$ cat config.mk
export PLATFORM = sky130hd
export DESIGN_NAME = srwh_div
export DESIGN_NICKNAME = d
export VERILOG_FILES = /design/src/rtl/core/assert_macros.svh /design/src/rtl/core/srwh_pkg.sv /design/src/rtl/core/srwh_div.sv
export SDC_FILE = /design/constraint.sdc
export NUM_CORES = 2
export LEC_CHECK = 0
export BUFFER_PORTS_ARGS = -buffer_cell sky130_fd_sc_hd__buf_2
export CORE_ASPECT_RATIO = 1.75
export CORE_MARGIN = 8
export CORE_UTILIZATION = 35
export CTS_CLUSTER_SIZE = 24
export DETAILED_ROUTE_END_ITERATION = 8
export SETUP_SLACK_MARGIN = 0.02
export SYNTH_ARGS = -nofsm -noshare
export SYNTH_HDL_FRONTEND = slang
export SYNTH_SLANG_ARGS = --single-unit
$ cat constraint.sdc
create_clock -name clk_i -period 5.9 [get_ports clk_i]
set_clock_uncertainty 0.15 [all_clocks]
set_input_delay 0 -clock clk_i [delete_from_list [all_inputs] [get_ports clk_i]]
set_output_delay 0 -clock clk_i [all_outputs]
set_load 0.01 [all_outputs]
$ cat src/rtl/core/assert_macros.svh
// assertion macros shared by the shoebox ray wall hit rtl
// expects clk_i and rst_ni in the scope of each use
`ifndef ASSERT_MACROS_SVH
`define ASSERT_MACROS_SVH
`ifndef SYNTHESIS
`define SRWH_ASSERT(lbl, prop) \
  lbl: assert property (@(posedge clk_i) disable iff (!rst_ni) prop) \
    else $error("srwh assertion failed");
`define SRWH_ASSERT_NEXT(lbl, pre, post) \
  lbl: assert property (@(posedge clk_i) disable iff (!rst_ni) (pre) |=> (post)) \
    else $error("srwh assertion failed");
`else
`define SRWH_ASSERT(lbl, prop)
`define SRWH_ASSERT_NEXT(lbl, pre, post)
`endif
`endif

$ cat src/rtl/core/srwh_pkg.sv
// shared constants and types for the shoebox ray wall hit unit
// no dependencies
package srwh_pkg;
  localparam int unsigned FRAC_BITS = 16;
  localparam int unsigned COORD_W = 24;
  localparam int unsigned HEAD_W = 18;
  localparam int unsigned STEP_W = 27;
  localparam int unsigned WALL_W = 3;
  localparam int unsigned T_LIMIT = 1000;

  localparam logic [1:0] CFG_LENGTH = 2'd0;
  localparam logic [1:0] CFG_WIDTH = 2'd1;
  localparam logic [1:0] CFG_HEIGHT = 2'd2;

  localparam logic [WALL_W-1:0] WALL_X_LO = 3'd0;
  localparam logic [WALL_W-1:0] WALL_X_HI = 3'd1;
  localparam logic [WALL_W-1:0] WALL_Y_LO = 3'd2;
  localparam logic [WALL_W-1:0] WALL_Y_HI = 3'd3;
  localparam logic [WALL_W-1:0] WALL_Z_LO = 3'd4;
  localparam logic [WALL_W-1:0] WALL_Z_HI = 3'd5;

  // per-ray info that rides alongside the dividers
  typedef struct packed {
    logic [2:0]             nz;
    logic [2:0]             neg;
    logic [2:0]             ok;
    logic [2:0][HEAD_W-1:0] mag;
  } side_t;
endpackage

$ cat src/rtl/core/srwh_div.sv
// pipelined restoring divider, one quotient bit per stage
// depends on srwh_pkg
module srwh_div #(
  parameter int unsigned DivW = 40
) (
  input  logic                        clk_i,
  input  logic                        en_i,
  input  logic [DivW-1:0]             num_i,
  input  logic [srwh_pkg::HEAD_W-1:0] den_i,
  output logic [DivW-1:0]             quot_o
);
  localparam int unsigned DenW = srwh_pkg::HEAD_W;

  logic [DivW-1:0] num_q [DivW];
  logic [DenW-1:0] rem_q [DivW];
  logic [DenW-1:0] den_q [DivW];

  for (genvar s = 0; s < DivW; s++) begin : g_stage
    logic [DivW-1:0] num_in;
    logic [DenW-1:0] rem_in;
    logic [DenW-1:0] den_in;
    logic [DenW:0]   trial;
    logic            ge;
    if (s == 0) begin : g_first
      assign num_in = num_i;
      assign rem_in = '0;
      assign den_in = den_i;
    end else begin : g_next
      assign num_in = num_q[s-1];
      assign rem_in = rem_q[s-1];
      assign den_in = den_q[s-1];
    end
    assign trial = {rem_in, num_in[DivW-1]};
    assign ge = trial >= {1'b0, den_in};
    always_ff @(posedge clk_i) begin
      if (en_i) begin
        // quotient bits shift in from the bottom as numerator bits leave the top
        num_q[s] <= {num_in[DivW-2:0], ge};
        rem_q[s] <= ge ? DenW'(trial - {1'b0, den_in}) : DenW'(trial);
        den_q[s] <= den_in;
      end
    end
  end

  assign quot_o = num_q[DivW-1];
endmodule

Word level (Yosys, flattened, before mapping)
Memories as Yosys holds them, arrays and structs flattened.
Cells that the tools add are included.
- output and inout bits: 40
- memories kept: 3
- input port bits: 60
- memory bits (writable): 3040
- flip-flop bits (word level): 0
- $lt $le $gt $ge: 40
- $add $sub $neg: 40
- muxes and demuxes: 42
- memories (memory ; words ; bits a word ; rd ports ; clocked after Yosys merged registers in ; wr ports ; line ; RTL):
    num_q ; 40 ; 40 ; 40 ; 0 ; 40 ; srwh_div.sv:14 ; logic [DivW-1:0] num_q [DivW];
    den_q ; 40 ; 18 ; 39 ; 0 ; 40 ; srwh_div.sv:16 ; logic [DenW-1:0] den_q [DivW];
    rem_q ; 40 ; 18 ; 39 ; 0 ; 40 ; srwh_div.sv:15 ; logic [DenW-1:0] rem_q [DivW];
- operators by type and width (kind ; number):
    greater-or-equal comparator 19 x 18 -> 1 bit ; 39
    two-way mux 18 bit ; 40
    subtractor 18 bit ; 39
    greater-or-equal comparator 1 x 18 -> 1 bit ; 1
    subtractor 1 x 18 -> 18 bit ; 1
    two-way mux 1 bit ; 2

Depth between registers and ports, before layout
An unclocked memory read counts as a cell.
- depth in word-level cells: 3
- gate-level depth with buffers: 12

Worst setup path before layout
Ideal clock, no wire load.
- kind: reg2reg
- from: memory rem_q[0][2] in the netlist's numbering
- to: memory rem_q[0][27] in the netlist's numbering (data pin)
- path buffers: 2
- setup time: 260 ps
- path slack: 2597 ps
- data required time: 5490 ps
- data arrival time: 2893 ps
- cell stages (with the launch flop): 11
- path through: edfxtp_1 -> ha_1 -> a21o_1 -> a21oi_2 -> a31oi_1 -> a311o_1 -> or4_1 -> a311o_1 -> buf_6 -> buf_12 -> mux2_4
- RTL lines (element ; line):
    start, declared ; srwh_div.sv:15

==> qor.yml <==
yosys:
  synth-simple-area-share: 0.0615
  synth_area_mm2: 0.135
  synth.most_common_cell: "edfxtp_1"
  synth_top_cell_area_share: 0.670
  synth_compound_area_frac: 0.0994
  synthTopCellsByCount: "3004 x edfxtp_1, 888 x inv_1, 704 x ha_1"
  synthArstFlopShare: 0
  synthMuxAreaShare: 0.0369
  synth-seq-cells: 3004
  ys.flop_type: "edfxtp_1"
  synth_fa_ha_area_frac: 0.0711
  yosys.area.top_type: "edfxtp_1"
  synth-xor-area-share: 0.0307
  synth_area_leaders: "edfxtp_1 67%, ha_1 6.5%, mux2_2 3.4%, inv_1 2.5%, a21oi_1 2.2%"
  syn_nets: 10400
  synth_edf_count: 3004
  avgSynthCellArea_um2: 14.1
  synth_cells: 9557
  yosys_warnings: 0
  ys_seq_area_frac: 0.670
  synthDistinctLibCells: 85
  synth_top_family_by_area: "compound AO/OA/AOI/OAI gates"
placement:
  place_congestion: 0.946
  place.detailed.hpwl_um: 208000
  place_area_mm2: 0.142
  pre_cts_ws_ns: 1.63
  portBuffers: 99
sta:
  tightest_slew_ns: 1.32
  relSlewSlack: 0.120
  final_max_slew_viol_count: 0
  final.period_utilization: 0.718
  hold_violations: 0
  setup_viol: 0
  layout_setup_ws_ns: 1.66
  rsz0062_at_grt: "false"
  fin_crit_ns: 4.24
  tns_ns: 0
  fmax_ghz: 0.236
critical_path:
  r2r_slack_ns: 1.66
  max_stage_delay_ns: 1.00
  cp-start-kind: "register"
  worstSetupPathType: "register to register"
  critPathLaunch: "rem_q[2][126]$_DFFE_PP_"
  cp_top_family: "compound AO/OA/AOI/OAI gates"
  required_ns: 6.35
  reg2reg_to: "rem_q[3][1]$_DFFE_PP_"
  endpoint: "rem_q[3][1]$_DFFE_PP_"
  reg2reg_from: "rem_q[2][126]$_DFFE_PP_"
  crit_fanout: 28
  cp.arrival_ns: 4.69
  path_buf_inv: 0
  cp-end-kind: "register"
  cp.depth: 7
  crit_chain: "ha_1 > nor2b_1 > o31ai_1 > a21oi_1 > o32ai_1 > o211ai_2 > mux2_2"
  crit_slowest_cell: "o32ai_1"
  rr_worst_depth: 7
power_and_ir_drop:
  totalPowerFinal_mw: 78.0
  p_leak_nw: 56.8
  peakVddDrop_mv: 0.258
  power_density_mw_per_mm2: 512
drt:
  drt-total-wl_um: 291000
  viasPerCell: 5.08
  drc: 0
  postRouteAntennaNets: 0
  dr.pass1.iters: 6
  drt_iter0_markers: 4737
  wl_per_cell_um: 19.1
  vias: 77300
final_layout:
  n_fill_cell: 35100
  nets: 10800
  finish.instance_area_mm2: 0.152
  layout-drive-gt1-share: 0.108
  syn_to_final_growth_pct: 13.1
  fin_util: 0.397
die:
  initial_core_util: 0.351
  core_area_mm2: 0.383
  die_y_um: 836
  dieWidth_um: 485
  pin_count: 100
  rows: 301
  die-area_mm2: 0.405
grt:
  grt_pass1_wl_um: 445000
  antenna_found_initial: 1
  grt_max_degree: 166
  grt.total_usage: 0.138
  grt_pass1_vias: 81000
  grt-ovfl-total: 0
outcome:
  outcome: "finished clean"
cts:
  cts-htree-levels: 5
  holdBufCountCts: 119
  cts_sinks: 3004
  cts_tree: "done"
  post_cts_resized: 0
  root_buffer: "clkbuf_16"
  cts_made_buffers: 298
  clk_pin_slew_ns: 0.06
  cts_setup_buffers: 0
  clk_latency_ns: 0.91
  ctsLongestPathBuffers: 4
flow_run:
  drv_cap: 0
min_path:
  hold_path.class: "input pin to register"
==> flip-flops by register name (all words and copies together), names as in the netlist <==
register / cells
num_q: 1600
den_q: 702
rem_q: 702
==> metal layers <==
metal / track usage / part of all wire / up-vias
met5: 0 / 0 / -
met4: 0.0951 / 0.079 / 0
met1: 0.121 / 0.32 / 37700
met3: 0.0203 / 0.034 / 937
li1: - / - / 36700
met2: 0.279 / 0.56 / 1903
==> kinds of logic (layout without fill, tap and decap cells) <==
| kind of cell | Yosys count | in the layout |
|---|---|---|
| xor gates and xnor gates | 472 | 472 |
| DFF | 3004 | 3004 |
| muxes | 442 | 442 |
| AOI/OAI and AO/OA | 2098 | 2098 |
| and+or+nand+nor | 1742 | 1742 |
| other | 0 | 3 |
| adders and majority gates | 742 | 742 |
| buffers and inverters | 1057 | 1711 |
==> power by group <==
group          internal (mW)  total, mW  switching (mW)  leakage, nW
Clock                   10.6       18.8            8.16         4.60
Combinational           12.2       27.9            15.8         22.9
Sequential              28.9       31.3            2.31         29.3
==> cell type report <==
class                      count  area (um^2)  area share
tap                         4999         6250      0.0411
clock inverter               179         1730      0.0114
timing repair buffer         306         2560      0.0168
multi-input combinational   5496        40400       0.265
clock buffer                 337         7710      0.0507
sequential                  3004        90200       0.593
antenna                        3         7.51   0.0000493
inverter                     889         3340      0.0219
==> stage by stage <==
step,hold slack [ns],std cells
6_report,0.0489,15200
2_1_floorplan,-0.0511,9557
3_5_place_dp,0.0281,14600
5_1_grt,0.0648,15200
4_1_cts,0.0745,15200
3_3_place_gp,0.0259,14600
==> layout by cell type (no fill, tap or decap), types with 107 or more instances in the layout <==
| cell type | netlist | routed |
|---|---|---|
| a21o_1 | 174 | 174 |
| clkbuf_16 | 0 | 303 |
| o21a_1 | 192 | 192 |
| o21ai_0 | 499 | 499 |
| dlygate4sd3_1 | 0 | 119 |
| inv_1 | 888 | 888 |
| ha_1 | 704 | 704 |
| xnor2_1 | 289 | 289 |
| nand2_1 | 462 | 462 |
| nand4_1 | 107 | 107 |
| nor2_1 | 506 | 506 |
| nand3_1 | 150 | 150 |
| mux2_2 | 405 | 405 |
| edfxtp_1 | 3004 | 3004 |
| xor2_1 | 183 | 183 |
| nor3_1 | 115 | 115 |
| a21oi_1 | 585 | 583 |
==> how the worst min path moves through the flow <==
stage / start / endpoint / slack [ns] / cells past startpoint
CTS: en_i / num_q[0][1]$_DFFE_PP_ / 0.07 / 2
finish: en_i / num_q[0][1]$_DFFE_PP_ / 0.05 / 2
global route: en_i / num_q[0][1]$_DFFE_PP_ / 0.06 / 2
global placement: num_i[18] / num_q[0][19]$_DFFE_PP_ / 0.03 / 1
floorplan: den_i[0] / den_q[0][0]$_DFFE_PP_ / -0.05 / 0
detailed placement: num_i[37] / num_q[0][38]$_DFFE_PP_ / 0.03 / 1
(Power assumes the default switching activity.)
